`src/design/ale_pkg.sv`:
```
// shared types and codes for the array list engine
package ale_pkg;

    // operation codes
    localparam logic [2:0] OP_CLEAR  = 3'd0;
    localparam logic [2:0] OP_INSERT = 3'd1;
    localparam logic [2:0] OP_DELETE = 3'd2;
    localparam logic [2:0] OP_LOCATE = 3'd3;
    localparam logic [2:0] OP_SORTED = 3'd4;
    localparam logic [2:0] OP_READ   = 3'd5;

    // result status codes
    localparam logic [1:0] ST_DONE      = 2'd0;
    localparam logic [1:0] ST_REJECT    = 2'd1;
    localparam logic [1:0] ST_NOT_FOUND = 2'd2;

    // pointer update modes
    localparam logic [2:0] PTR_HOLD = 3'd0;
    localparam logic [2:0] PTR_LEN  = 3'd1;
    localparam logic [2:0] PTR_POS  = 3'd2;
    localparam logic [2:0] PTR_ZERO = 3'd3;
    localparam logic [2:0] PTR_INC  = 3'd4;
    localparam logic [2:0] PTR_DEC  = 3'd5;

    // read address modes
    localparam logic [1:0] RD_PTR  = 2'd0;
    localparam logic [1:0] RD_PREV = 2'd1;
    localparam logic [1:0] RD_NEXT = 2'd2;

    // length update modes
    localparam logic [1:0] LEN_HOLD  = 2'd0;
    localparam logic [1:0] LEN_CLEAR = 2'd1;
    localparam logic [1:0] LEN_INC   = 2'd2;
    localparam logic [1:0] LEN_DEC   = 2'd3;

    // request item
    typedef struct packed {
        logic [2:0]         operation;
        logic signed [31:0] value;
        logic [4:0]         position;
    } req_item_t;

    // response item
    typedef struct packed {
        logic [1:0]         status;
        logic [3:0]         index;
        logic signed [31:0] read_value;
        logic [4:0]         entry_count;
    } rsp_item_t;

    // how a finished item is written back
    typedef struct packed {
        logic [1:0] status;
        logic [1:0] len_mode;
        logic       idx_ptr;
        logic       use_rdata;
    } fin_t;

    // controller to datapath commands
    typedef struct packed {
        logic       load;
        logic [2:0] ptr_mode;
        logic       mem_rd;
        logic [1:0] rd_mode;
        logic       mem_wr;
        logic       wr_rdata;
        logic       res_load;
        fin_t       fin;
    } cmd_t;

    // datapath to controller status
    typedef struct packed {
        logic [2:0] op;
        logic       pos_le_len;
        logic       pos_lt_len;
        logic       full;
        logic       ptr_eq_pos;
        logic       ptr_eq_len;
        logic       ptr_zero;
        logic       ptr_last;
        logic       match;
        logic       greater;
        logic       out_free;
    } sts_t;

endpackage

```
`src/design/ale_dpath.sv`:
```
// datapath of the array list engine: entry memory, pointer, length, response register
module ale_dpath
    import ale_pkg::*;
#(
    parameter int CAPACITY = 16
)
(
    input  logic      clk,
    input  logic      rst_n,
    input  req_item_t req,
    input  cmd_t      cmd,
    output sts_t      sts,
    output logic      rsp_valid,
    input  logic      rsp_stall,
    output rsp_item_t rsp
);

    localparam int PW = $clog2(CAPACITY + 1);
    localparam int AW = $clog2(CAPACITY);
    localparam int CW = (PW > 5) ? PW : 5;

    logic [2:0]         op_reg;
    logic signed [31:0] val_reg;
    logic [4:0]         pos_reg;
    logic [PW-1:0]      len_reg;
    logic [PW-1:0]      len_next;
    logic [PW-1:0]      ptr_reg;
    logic [PW-1:0]      ptr_next;
    logic [PW-1:0]      ptr_plus;
    logic [PW-1:0]      ptr_minus;
    logic [PW-1:0]      rd_sel;
    logic [AW-1:0]      rd_addr;
    logic [AW-1:0]      wr_addr;
    logic signed [31:0] wr_data;
    logic signed [31:0] rdata_reg;
    logic signed [31:0] mem [CAPACITY];
    logic               rsp_valid_reg;
    rsp_item_t          rsp_reg;
    rsp_item_t          rsp_next;
    logic [CW-1:0]      pos_ext;
    logic [CW-1:0]      len_ext;
    logic [CW-1:0]      ptr_ext;
    logic [PW+3:0]      ptr_wide;
    logic [PW+4:0]      len_wide;

    // comparisons for the controller
    assign pos_ext   = CW'(pos_reg);
    assign len_ext   = CW'(len_reg);
    assign ptr_ext   = CW'(ptr_reg);
    assign ptr_plus  = ptr_reg + PW'(1);
    assign ptr_minus = ptr_reg - PW'(1);

    always_comb
    begin
        sts.op         = op_reg;
        sts.pos_le_len = pos_ext <= len_ext;
        sts.pos_lt_len = pos_ext < len_ext;
        sts.full       = len_reg == PW'(CAPACITY);
        sts.ptr_eq_pos = ptr_ext == pos_ext;
        sts.ptr_eq_len = ptr_reg == len_reg;
        sts.ptr_zero   = ptr_reg == '0;
        sts.ptr_last   = ptr_plus == len_reg;
        sts.match      = rdata_reg == val_reg;
        sts.greater    = rdata_reg > val_reg;
        sts.out_free   = !rsp_valid_reg || !rsp_stall;
    end

    // pointer update
    always_comb
    begin
        case (cmd.ptr_mode)
            PTR_LEN:  ptr_next = len_reg;
            PTR_POS:  ptr_next = pos_ext[PW-1:0];
            PTR_ZERO: ptr_next = '0;
            PTR_INC:  ptr_next = ptr_plus;
            PTR_DEC:  ptr_next = ptr_minus;
            default:  ptr_next = ptr_reg;
        endcase
    end

    // memory addresses and write data
    always_comb
    begin
        case (cmd.rd_mode)
            RD_PREV: rd_sel = ptr_minus;
            RD_NEXT: rd_sel = ptr_plus;
            default: rd_sel = ptr_reg;
        endcase
    end

    assign rd_addr = rd_sel[AW-1:0];
    assign wr_addr = ptr_reg[AW-1:0];
    assign wr_data = cmd.wr_rdata ? rdata_reg : val_reg;

    // length after the finishing item
    always_comb
    begin
        case (cmd.fin.len_mode)
            LEN_CLEAR: len_next = '0;
            LEN_INC:   len_next = len_reg + PW'(1);
            LEN_DEC:   len_next = len_reg - PW'(1);
            default:   len_next = len_reg;
        endcase
    end

    // response fields, narrowed to their widths
    assign ptr_wide = {4'b0, ptr_reg};
    assign len_wide = {5'b0, len_next};

    always_comb
    begin
        rsp_next.status      = cmd.fin.status;
        rsp_next.index       = cmd.fin.idx_ptr ? ptr_wide[3:0] : 4'd0;
        rsp_next.read_value  = cmd.fin.use_rdata ? rdata_reg : 32'sd0;
        rsp_next.entry_count = len_wide[4:0];
    end

    // control registers
    always_ff @(posedge clk or negedge rst_n)
    begin
        if (!rst_n)
        begin
            len_reg       <= '0;
            ptr_reg       <= '0;
            rsp_valid_reg <= 1'b0;
        end
        else
        begin
            ptr_reg <= ptr_next;
            if (cmd.res_load)
            begin
                len_reg       <= len_next;
                rsp_valid_reg <= 1'b1;
            end
            else if (!rsp_stall)
            begin
                rsp_valid_reg <= 1'b0;
            end
        end
    end

    // item and response payload
    always_ff @(posedge clk)
    begin
        if (cmd.load)
        begin
            op_reg  <= req.operation;
            val_reg <= req.value;
            pos_reg <= req.position;
        end
        if (cmd.res_load)
        begin
            rsp_reg <= rsp_next;
        end
    end

    // entry memory, one read and one write port
    always_ff @(posedge clk)
    begin
        if (cmd.mem_wr)
        begin
            mem[wr_addr] <= wr_data;
        end
        if (cmd.mem_rd)
        begin
            rdata_reg <= mem[rd_addr];
        end
    end

    assign rsp_valid = rsp_valid_reg;
    assign rsp       = rsp_reg;

endmodule

```
`src/design/ale_ctrl.sv`:
```
// controller state machine of the array list engine
module ale_ctrl
    import ale_pkg::*;
(
    input  logic clk,
    input  logic rst_n,
    input  logic req_valid,
    output logic req_stall,
    input  sts_t sts,
    output cmd_t cmd
);

    localparam logic [2:0] S_IDLE = 3'd0;
    localparam logic [2:0] S_DEC  = 3'd1;
    localparam logic [2:0] S_CHK  = 3'd2;
    localparam logic [2:0] S_EV   = 3'd3;
    localparam logic [2:0] S_FIN  = 3'd4;

    logic [2:0] state_reg;
    logic [2:0] state_next;
    fin_t       fin_reg;
    fin_t       fin_next;

    assign req_stall = state_reg != S_IDLE;

    // next state and commands
    always_comb
    begin
        state_next   = state_reg;
        fin_next     = fin_reg;
        cmd          = '0;
        cmd.ptr_mode = PTR_HOLD;
        cmd.rd_mode  = RD_PTR;
        cmd.fin      = fin_reg;

        unique case (state_reg)
            S_IDLE:
            begin
                if (req_valid)
                begin
                    cmd.load   = 1'b1;
                    state_next = S_DEC;
                end
            end

            // check the item and set up the walk
            S_DEC:
            begin
                fin_next   = '{ST_REJECT, LEN_HOLD, 1'b0, 1'b0};
                state_next = S_FIN;
                unique case (sts.op)
                    OP_CLEAR:
                    begin
                        fin_next = '{ST_DONE, LEN_CLEAR, 1'b0, 1'b0};
                    end
                    OP_INSERT:
                    begin
                        if (sts.pos_le_len && !sts.full)
                        begin
                            cmd.ptr_mode = PTR_LEN;
                            state_next   = S_CHK;
                        end
                    end
                    OP_DELETE, OP_READ:
                    begin
                        if (sts.pos_lt_len)
                        begin
                            cmd.ptr_mode = PTR_POS;
                            state_next   = S_CHK;
                        end
                    end
                    OP_LOCATE:
                    begin
                        cmd.ptr_mode = PTR_ZERO;
                        state_next   = S_CHK;
                    end
                    OP_SORTED:
                    begin
                        if (!sts.full)
                        begin
                            cmd.ptr_mode = PTR_LEN;
                            state_next   = S_CHK;
                        end
                    end
                    default:
                    begin
                        state_next = S_FIN;
                    end
                endcase
            end

            // end test of the walk, else read the next entry
            S_CHK:
            begin
                cmd.mem_rd = 1'b1;
                state_next = S_EV;
                unique case (sts.op)
                    OP_INSERT:
                    begin
                        cmd.rd_mode = RD_PREV;
                        if (sts.ptr_eq_pos)
                        begin
                            cmd.mem_rd = 1'b0;
                            cmd.mem_wr = 1'b1;
                            fin_next   = '{ST_DONE, LEN_INC, 1'b0, 1'b0};
                            state_next = S_FIN;
                        end
                    end
                    OP_DELETE:
                    begin
                        cmd.rd_mode = RD_NEXT;
                        if (sts.ptr_last)
                        begin
                            cmd.mem_rd = 1'b0;
                            fin_next   = '{ST_DONE, LEN_DEC, 1'b0, 1'b0};
                            state_next = S_FIN;
                        end
                    end
                    OP_LOCATE:
                    begin
                        if (sts.ptr_eq_len)
                        begin
                            cmd.mem_rd = 1'b0;
                            fin_next   = '{ST_NOT_FOUND, LEN_HOLD, 1'b0, 1'b0};
                            state_next = S_FIN;
                        end
                    end
                    OP_SORTED:
                    begin
                        cmd.rd_mode = RD_PREV;
                        if (sts.ptr_zero)
                        begin
                            cmd.mem_rd = 1'b0;
                            cmd.mem_wr = 1'b1;
                            fin_next   = '{ST_DONE, LEN_INC, 1'b1, 1'b0};
                            state_next = S_FIN;
                        end
                    end
                    default:
                    begin
                        cmd.rd_mode = RD_PTR;
                    end
                endcase
            end

            // act on the entry just read
            S_EV:
            begin
                state_next = S_CHK;
                unique case (sts.op)
                    OP_INSERT:
                    begin
                        cmd.mem_wr   = 1'b1;
                        cmd.wr_rdata = 1'b1;
                        cmd.ptr_mode = PTR_DEC;
                    end
                    OP_DELETE:
                    begin
                        cmd.mem_wr   = 1'b1;
                        cmd.wr_rdata = 1'b1;
                        cmd.ptr_mode = PTR_INC;
                    end
                    OP_LOCATE:
                    begin
                        if (sts.match)
                        begin
                            fin_next   = '{ST_DONE, LEN_HOLD, 1'b1, 1'b0};
                            state_next = S_FIN;
                        end
                        else
                        begin
                            cmd.ptr_mode = PTR_INC;
                        end
                    end
                    OP_SORTED:
                    begin
                        cmd.mem_wr = 1'b1;
                        if (sts.greater)
                        begin
                            cmd.wr_rdata = 1'b1;
                            cmd.ptr_mode = PTR_DEC;
                        end
                        else
                        begin
                            fin_next   = '{ST_DONE, LEN_INC, 1'b1, 1'b0};
                            state_next = S_FIN;
                        end
                    end
                    default:
                    begin
                        fin_next   = '{ST_DONE, LEN_HOLD, 1'b0, 1'b1};
                        state_next = S_FIN;
                    end
                endcase
            end

            // hand the response over once the output register is free
            S_FIN:
            begin
                if (sts.out_free)
                begin
                    cmd.res_load = 1'b1;
                    state_next   = S_IDLE;
                end
            end

            default:
            begin
                state_next = S_IDLE;
            end
        endcase
    end

    // state registers
    always_ff @(posedge clk or negedge rst_n)
    begin
        if (!rst_n)
        begin
            state_reg <= S_IDLE;
            fin_reg   <= '0;
        end
        else
        begin
            state_reg <= state_next;
            fin_reg   <= fin_next;
        end
    end

`ifndef SYNTHESIS
    // an accepted item is decoded in the next cycle
    a_accept_dec: assert property (@(posedge clk) disable iff (!rst_n)
        (req_valid && !req_stall) |=> (state_reg == S_DEC))
        else $error("accepted item not decoded");

    // a response is loaded only from the finish state into a free register
    a_res_load: assert property (@(posedge clk) disable iff (!rst_n)
        cmd.res_load |-> (state_reg == S_FIN && sts.out_free))
        else $error("response loaded out of turn");

    // every memory read is followed by its evaluation
    a_rd_eval: assert property (@(posedge clk) disable iff (!rst_n)
        cmd.mem_rd |=> (state_reg == S_EV))
        else $error("read data not evaluated");

    // the memory is written only while walking the list
    a_wr_walk: assert property (@(posedge clk) disable iff (!rst_n)
        cmd.mem_wr |-> (state_reg == S_CHK || state_reg == S_EV))
        else $error("memory written outside a walk");
`endif

endmodule

```
`src/design/array_list_engine_top.sv`:
```
// top level of the array list engine
//
//  channel | valid     | stall     | payload
//  --------+-----------+-----------+------------------
//  request | req_valid | req_stall | req  (req_item_t)
//  response| rsp_valid | rsp_stall | rsp  (rsp_item_t)
//
// one item at a time; an item is accepted in the idle state and decoded, then walked
// with a check state and an evaluate state per entry read from the memory, plus a
// closing check when a walk stops at the end of its range instead of on an entry read,
// and then finished; the walk is shaped by the single read port and registered read data.
// reset clears the length and the handshake state; entry words are not cleared.
// a result waits in the output register while rsp_stall is high; the next item
// is already taken and walked, and finishes when that register frees up.
module array_list_engine_top
    import ale_pkg::*;
#(
    parameter int CAPACITY = 16
)
(
    input  logic      clk,
    input  logic      rst_n,
    input  logic      req_valid,
    output logic      req_stall,
    input  req_item_t req,
    output logic      rsp_valid,
    input  logic      rsp_stall,
    output rsp_item_t rsp
);

    cmd_t cmd;
    sts_t sts;

    // sequencer
    ale_ctrl u_ctrl (
        .clk       (clk),
        .rst_n     (rst_n),
        .req_valid (req_valid),
        .req_stall (req_stall),
        .sts       (sts),
        .cmd       (cmd)
    );

    // storage and arithmetic
    ale_dpath #(
        .CAPACITY (CAPACITY)
    ) u_dpath (
        .clk       (clk),
        .rst_n     (rst_n),
        .req       (req),
        .cmd       (cmd),
        .sts       (sts),
        .rsp_valid (rsp_valid),
        .rsp_stall (rsp_stall),
        .rsp       (rsp)
    );

endmodule
```
`config.mk`:
```
export PLATFORM = sky130hd
export DESIGN_NAME = array_list_engine_top
export DESIGN_NICKNAME = d
export VERILOG_FILES = /design/src/design/ale_pkg.sv /design/src/design/ale_dpath.sv /design/src/design/ale_ctrl.sv /design/src/design/array_list_engine_top.sv
export SDC_FILE = /design/constraint.sdc
export NUM_CORES = 1
export LEC_CHECK = 0
export BUFFER_PORTS_ARGS = -buffer_cell sky130_fd_sc_hd__buf_2
export CORE_UTILIZATION = 55
export CTS_CLUSTER_SIZE = 25
export DETAILED_ROUTE_END_ITERATION = 7
export PLACE_DENSITY = 0.72
export RECOVER_POWER = 100
export SYNTH_ARGS = -nofsm -noshare
export SYNTH_HDL_FRONTEND = slang
export SYNTH_HIERARCHICAL = 1
export SYNTH_SLANG_ARGS = --single-unit
```
`constraint.sdc`:
```
create_clock -name clk -period 5.3 [get_ports clk]
set_input_delay 0.795 -clock clk [delete_from_list [all_inputs] [get_ports clk]]
set_output_delay 0.795 -clock clk [all_outputs]
set_load 0.01 [all_outputs]
```
* Yosys cells after proc, flatten, opt, wreduce, memory -nomap -nowiden
Memory sizes are Yosys's and may differ from the RTL's. A register that Yosys moved wholly into a read port is not among the register bits. Cells that the tools add are included.
Word-level totals: flip-flop bits (word level) 103, RAM bits 512, input bits 44, output and inout port bits 45, logic and storage cells 133, memories 1
Memories:
- u_dpath.mem | words 16, bits a word 32, read ports 1, clocked after memory_dff 1, wr ports 1, RTL line ale_dpath.sv:36 | logic signed [31:0] mem [CAPACITY];
Cells by class: $add $sub $neg 4, magnitude comparators 3, eq/ne operators 35, multiplexer cells 59, reductions and logical operators 16
Operator list (count):
- $pmux 3 s4 | 4
- $mux 3 | 14
- $mux 6 | 6
- $pmux 6 s3 | 2
- $eq 32x32->1 | 1
- $gt 32x32->1 | 1
- $mux 32 | 1
- $pmux 5 s5 | 1
- $pmux 6 s4 | 1
- $eq 3x2->1 const B | 6
- $mux 1 | 18
- $ne 3x3->1 const B | 6
- $eq 3x3->1 const B | 5
- $eq 5x5->1 | 3
- $pmux 3 s5 | 1
- $pmux 5 s3 | 1
- $add 5x1->5 const B | 2
- $sub 5x1->5 const B | 2
- $eq 3x1->1 const B | 3
- $pmux 3 s3 | 1
- $reduce_and 9->1 | 1
- $pmux 2 s2 | 2
- $pmux 4 s2 | 1
- $eq 2x2->1 const B | 3
- 21 further kinds | 31

* Logic depth before layout (Yosys ltp)
Gate-level depths: netlist of run 1.
depth in word-level cells 8, gate-level depth with buffers 18, gate-level depth less buffers 17

* Modules after synthesis
Netlist of run 1, hierarchy kept.
Modules (own cells, without submodules):
- ale_dpath | instances 1, cells each 1317, area an instance 26286.5 um2, sequential area each 19103.3 um2
- ale_ctrl | instances 1, cells each 99, area an instance 807.0 um2, sequential area each 225.2 um2

* Least setup slack after synthesis of run 1
OpenSTA, ideal clock, no wires.
path kind reg-to-reg, start register u_dpath.ptr_reg[2], in the netlist u_dpath/ptr_ext[2], end memory u_dpath.mem[3][0], enable pin, setup time 468 ps, arrival time 4319 ps, required time 4832 ps, setup slack 514 ps, stages on the path, launching flop included 12, buffers on the path 2, period minus slack after synthesis 4786 ps, cell sequence dfrtp_1 > buf_2 > buf_1 > xnor2_1 > nand3_1 > nor3_1 > o21ai_0 > a21oi_1 > a31oi_1 > nor2_1 > nand2b_1 > nor3b_1
RTL lines:
- start: declaration | RTL line ale_dpath.sv:27 | logic [PW-1:0] ptr_reg;
- start signal: assignment | RTL line ale_dpath.sv:129 | ptr_reg <= ptr_next;
- end: declaration | RTL line ale_dpath.sv:36

==> results.json, run 1 <==
{
  "status": "complete, but fails checks",
  "violations": "max-capacitance violations, max-slew violations",
  "start_util": 0.563,
  "drc": 0,
  "grt_antenna_before_repair": 0,
  "hold_class": "in -> reg",
  "switching_share": 0.289,
  "synth_area_leaders": "edfxtp_1, mux4_2, mux4_1",
  "drt_pre_antenna_iters": 4,
  "cp-end-kind": "flip-flop",
  "power_switching_mw": 4.42,
  "fin_setup_tns_ns": 0,
  "wl_met2_mm": 28.8,
  "die-area_sq_um": 50200,
  "r2r_slack_ns": 0.53,
  "clkTransAtPathRegs_ns": 0.06,
  "ir_drop_v": 0.000534,
  "ys_warn_count": 6,
  "avgSynthCellArea_sq_um": 19.1,
  "die_h_microns": 224,
  "cts_buffers": 68,
  "yosysTopAreaCell": "edfxtp_1",
  "setup_slack_ns": 0.528,
  "max_slew.worst_pin.slew_ns": 2.26,
  "intPower_mw": 10.9,
  "syn_inst": 1416,
  "die_w_microns": 224,
  "crit_arrival_ns": 5.06,
  "drtAntennaViolNets": 0,
  "muxShareOfSynthArea": 0.156,
  "setup_viol": 0,
  "coreArea_sq_um": 48100,
  "r2r_start": "u_dpath/rdata_reg[23]",
  "critical_path_peak_fanout": 41,
  "antenna_cells": 0,
  "synthArstFlopShare": 0.0309,
  "crit_chain": "ha_1 > a21oi_1 > o21ai_0 > a221oi_1 > o21ai_0 > or3_1 > a21oi_1 > a21oi_1 > nor2_1 > a21oi_1 > nor2_4 > clkbuf_2 > o21ai_0 > clkbuf_2",
  "synth_edf_count": 627,
  "start_kind": "flip-flop",
  "synth-seq-cells": 647,
  "htree_levels": 3,
  "globalRouteTotalUtil": 0.241,
  "report.final.slew_viol_count": 224,
  "post_cts_buffers": 0,
  "slew_headroom": -0.509,
  "ioPinCount": 89,
  "drive_above_1_share": 0.166,
  "required_ns": 5.59,
  "r2r_cells": 14,
  "drt_iter0_markers": 1279,
  "n_fill_cell": 3295,
  "synthXorXnorAreaFrac": 0.00679,
  "final.setup_skew_ns": 0.0233,
  "cts_hold_buffers": 0,
  "grt_pass1_vias": 13800,
  "hold_path_end": "u_dpath/val_reg[24]",
  "synth-compound-area-share": 0.0306,
  "syn_to_final_growth_pct": 11.7,
  "synth_nets": 1508,
  "overflow": 0,
  "routabilityCongestion": 0.826,
  "worstSkewPairLatency_ns": 0.60,
  "syn_area_sq_um": 27100,
  "drt-vias-per-instance": 6.05,
  "largest_reg_flops": 512,
  "synth-adder-area-share": 0.0224,
  "routed.top_layer": "met4",
  "io_buffer_count": 88,
  "period_needed_ns": 4.77,
  "wl_per_cell_microns": 25.9,
  "reg2reg_to": "u_dpath/mem[3][1]",
  "cap_violations": 14,
  "slowest_stage": "clkbuf_2",
  "via_count": 13800,
  "dp_slack_ns": 0.931,
  "worst-setup-path-type": "reg -> reg",
  "yosysSeqAreaShare": 0.713,
  "rsz0062_at_grt": "no",
  "cts_resized": 0,
  "synth_top_cell_area_share": 0.695,
  "cts_root_buffer": "clkbuf_16",
  "clockPowerShare": 0.306,
  "holdPathStages": 1,
  "synth_ff_type": "edfxtp_1",
  "synthSimpleGateAreaFrac": 0.0412,
  "synth_top_family_by_area": "multiplexers",
  "cpMostUsedCell": "a21oi_1",
  "grt_max_degree": 86,
  "comb_power_share": 0.263,
  "power.density_nw_per_um2": 506,
  "p_seq_frac": 0.431,
  "wl_met3_mm": 4.17,
  "dp_hpwl_mm": 34.0,
  "synth_common_cells": "edfxtp_1, mux2i_1, mux4_2",
  "fmax_ghz": 0.210,
  "cts_tree": "yes",
  "finalHoldViolCount": 0,
  "wl_mm": 58.9,
  "grt_pass1_wl_mm": 86.9,
  "hp-start": "req[29]",
  "total_leakage_power_nw": 10.3,
  "max_stage_delay_ns": 0.71,
  "clkSinkCount": 647,
  "yosysMostFrequentCell": "edfxtp_1",
  "clk_path_buf_depth": 3,
  "fin_crit_sh": 0.900,
  "nNetsFinal": 1666,
  "wl_met1_mm": 24.6,
  "rows": 80,
  "yosys.cell_types.count": 68
}
placed cells by master, fill, tap and decap left out, drive strengths merged, types with 3 or more instances in the layout:
cell,instances
edfxtp,627
clkbuf,185
mux4,128
mux2i,99
nand2,61
o21ai,57
inv,51
buf,51
ha,47
and2,38
nor2,34
a21oi,31
clkinv,24
dfrtp,20
xnor2,14
nor3,14
and3,13
mux2,13
nand3,12
nand2b,11
nor2b,10
bufinv,7
xor2,7
a21o,6
nand4,6
a221oi,5
nor3b,4
or3,3
a31oi,3
o22ai,3
o31ai,3
power groups by stage:
stage / registers (mW) / logic, mW / clock network, mW
after floorplan: 6.57 / 3.35 / 0
after detailed placement: 6.68 / 4.15 / 0
final: 6.59 / 4.02 / 4.69
after global placement: 6.67 / 4.07 / 0
after global routing: 6.63 / 4.34 / 4.94
after CTS: 6.58 / 4.17 / 4.76
worst max-delay path by stage:
stage,depth (start not counted),end,slack [ns],start
final,14,u_dpath/mem[3][1],0.53,u_dpath/rdata_reg[23]
after detailed placement,14,u_dpath/ptr_ext[1],0.93,u_dpath/rdata_reg[23]
after floorplan,11,u_dpath/mem[3][0],0.51,u_dpath/ptr_ext[2]
after global routing,15,u_dpath/mem[10][1],0.26,u_dpath/val_reg[23]
after CTS,14,u_dpath/ptr_ext[1],0.88,u_dpath/rdata_reg[23]
after global placement,14,u_dpath/ptr_ext[0],1.08,u_dpath/rdata_reg[23]
final cells by class:
class / count / area, sq um / share of cell area
Timing Repair Buffer: 156 / 806 / 0.0266
Multi-Input combinational cell: 653 / 6950 / 0.230
Clock inverter: 34 / 368 / 0.0122
Clock buffer: 80 / 1810 / 0.0598
Tap cell: 656 / 821 / 0.0271
Sequential cell: 647 / 19300 / 0.639
Inverter: 48 / 180 / 0.00595
per-layer routing:
metal	vias up	GRT usage
met5	-	0
met4	0	0.0778
met3	89	0.0386
met2	532	0.392
met1	7130	0.336
li1	6007	-
kinds of logic after synthesis:
family / Yosys count
buffers and inverters: 116
and+or+nand+nor: 214
xor gates and xnor gates: 21
adders and majority gates: 48
muxes: 240
AOI/OAI and AO/OA: 130
DFF: 647
worst max-delay path: cells and delay by family (launching register included):
kind | cells | cell delay [ns]
fa+ha+maj | 1 | 0.36
buf+inv | 2 | 1.00
compound gates | 8 | 2.01
simple gates | 3 | 0.64
flops | 1 | 0.44
per-stage QoR:
| stage | area [sq um] | instances | power (mW) | utilization | hold WS [ns] |
|---|---|---|---|---|---|
| 2_1_floorplan | 27100 | 1416 | 9.92 | - | 0.425 |
| 3_3_place_gp | 28500 | 2160 | 10.7 | 0.591 | 0.446 |
| 3_5_place_dp | 28500 | 2160 | 10.8 | 0.591 | 0.447 |
| 4_1_cts | 30600 | 2274 | 15.5 | 0.636 | 0.167 |
| 5_1_grt | 30300 | 2274 | 15.9 | 0.629 | 0.352 |
| 6_report | 30300 | 2274 | 15.3 | 0.629 | 0.366 |
No activity file was read; power rests on OpenSTA's default activity.
==> run 2, diff against run 1 <==
- HOLD_SLACK_MARGIN: default -> 0.06
- clock period: 5.3 -> 4.4 ns (I/O delays scaled with it)
==> run 2 against run 1 <==
Effect of this change: the flow still finishes with violations (max-capacitance violations, max-slew violations); register-to-register slack worse by 0.42 ns; sequential share of layout area down 0.31 points; count of clock-buffer cells in the layout up 5; clock power up 14%; hold slack worse by 0.14 ns; critical path type unchanged; largest cell class unchanged.
==> results.json, run 2 (synthesized netlist as in run 1, its figures left out) <==
{
  "cts_root_buffer": "clkbuf_16",
  "cts_resized": 0,
  "fin_crit_sh": 0.976,
  "n_fill_cell": 3335,
  "grt_antenna_before_repair": 1,
  "grt_pass1_vias": 14000,
  "crit_arrival_ns": 4.63,
  "drt-vias-per-instance": 6.04,
  "p_seq_frac": 0.430,
  "worst-setup-path-type": "reg -> reg",
  "antenna_cells": 0,
  "dp_hpwl_mm": 32.5,
  "grt_pass1_wl_mm": 87.8,
  "die_h_microns": 224,
  "htree_levels": 3,
  "final_common_cell": "edfxtp_1",
  "setup_slack_ns": 0.107,
  "drt_iter0_markers": 1379,
  "largest_reg_flops": 512,
  "fmax_ghz": 0.233,
  "start_kind": "flip-flop",
  "period_needed_ns": 4.29,
  "nNetsFinal": 1677,
  "clkTransAtPathRegs_ns": 0.06,
  "multiInputGateArea_sq_um": 7020,
  "comb_power_share": 0.277,
  "routabilityCongestion": 0.856,
  "switching_share": 0.295,
  "total_leakage_power_nw": 10.4,
  "critical_path_peak_fanout": 49,
  "violations": "max-capacitance violations, max-slew violations",
  "die_w_microns": 224,
  "final.setup_skew_ns": 0.0238,
  "setup_viol": 0,
  "wl_mm": 59.1,
  "coreArea_sq_um": 48100,
  "drtAntennaViolNets": 0,
  "cts_buffers": 67,
  "final_util": 0.632,
  "via_count": 13900,
  "hold_class": "in -> reg",
  "syn_to_final_growth_pct": 12.2,
  "ioPinCount": 89,
  "die-area_sq_um": 50200,
  "cp-end-kind": "flip-flop",
  "finalHoldViolCount": 0,
  "power.density_nw_per_um2": 603,
  "drt_pre_antenna_iters": 5,
  "ir_drop_v": 0.000380,
  "post_cts_buffers": 0,
  "final_cell_area_sq_um": 30400,
  "globalRouteTotalUtil": 0.244,
  "cts_tree": "yes",
  "dp_slack_ns": 0.296,
  "required_ns": 4.73,
  "report.final.slew_viol_count": 85,
  "grt_max_degree": 61,
  "drive_above_1_share": 0.197,
  "overflow": 0,
  "cap_violations": 5,
  "rsz0062_at_grt": "no",
  "rows": 80,
  "drc": 0,
  "intPower_mw": 12.9,
  "clk_path_buf_depth": 3,
  "hold_ws_ns": 0.227,
  "clkSinkCount": 647,
  "clockPowerShare": 0.293,
  "dpl_cell_area_sq_um": 28800,
  "worstSkewPairLatency_ns": 0.61,
  "seq_area_sq_um": 19300,
  "wl_per_cell_microns": 25.8,
  "io_buffer_count": 88,
  "slew_headroom": -0.337,
  "final_cell_mix": "edfxtp_1, mux2i_1, mux4_2, clkbuf_1, clkbuf_16",
  "fin_setup_tns_ns": 0,
  "power_switching_mw": 5.41,
  "start_util": 0.563,
  "status": "complete, but fails checks",
  "max_slew.worst_pin.slew_ns": 2.01
}
-- run 2: cell types whose count changed in the layout (fill, tap and decap cells not counted), sizes merged --
cell and delta:
buf +14, bufinv -4, clkbuf +2, clkinv +1, clkinvlp +1, dlygate4sd3 +1
inv +5
-- run 2: path summary, 6_finish.rpt --
path	slack, ns	endpoint	cells after the start	startpoint
max in group asynchronous	2.84	u_ctrl/state_reg[2]	2	rst_n
hold / removal	0.23	u_dpath/val_reg[26]	1	req[31]
min in group asynchronous	0.84	u_dpath/len_ext[3]	2	rst_n
setup / recovery	0.11	u_dpath/mem[3][5]	16	u_dpath/rdata_reg[7]
hold reg to reg	0.46	u_dpath/rsp[42]	0	u_ctrl/cmd[5]
setup reg to reg	0.11	u_dpath/mem[3][5]	16	u_dpath/rdata_reg[7]
-- run 2: critical path, stage by stage, from the launching register on --
cell and delay, ns:
edfxtp_1 0.45, ha_1 0.33, nand2_1 0.14, o21ai_0 0.60
a221oi_1 0.24, buf_4 0.20, a31oi_1 0.24, o21ai_0 0.16
a21oi_1 0.38, a21oi_1 0.17, nor2_1 0.11, a21oi_1 0.07
nor2_4 0.12, buf_12 0.25, clkbuf_2 0.23, o21ai_0 0.10
clkbuf_4 0.22
-- run 2: cell type report --
class,instances,share of cell area
Sequential cell,647,0.636
Multi-Input combinational cell,653,0.231
Clock buffer,85,0.0584
Timing Repair Buffer,168,0.0328
Tap cell,656,0.0270
Clock inverter,37,0.00959
Inverter,48,0.00592
-- run 2: power groups by stage --
stage / logic, mW / registers, mW / clock network, mW
global route: 5.50 / 7.91 / 5.69
global placement: 5.14 / 7.97 / 0
finish: 5.08 / 7.87 / 5.37
CTS: 5.28 / 7.86 / 5.46
detailed placement: 5.25 / 7.98 / 0
floorplan: 4.03 / 7.91 / 0
-- run 2: what timing repair did --
action,CTS,global route
endpoints found under the setup margin,0,0
endpoints found under the hold margin,20,0
hold buffers,1,0
-- run 2: metal layers --
metal  vias up  track usage  share of wire
met5         -            0              0
met4         0       0.0793          0.025
met3       110       0.0392          0.070
met2       541        0.401           0.50
met1      7148        0.336           0.41
li1       6066            -              -
-- run 2: per-stage QoR --
stage,instances,total power [mW]
2_1_floorplan,1416,11.9
5_1_grt,2294,19.1
3_3_place_gp,2171,13.1
4_1_cts,2294,18.6
6_report,2294,18.3
3_5_place_dp,2171,13.2
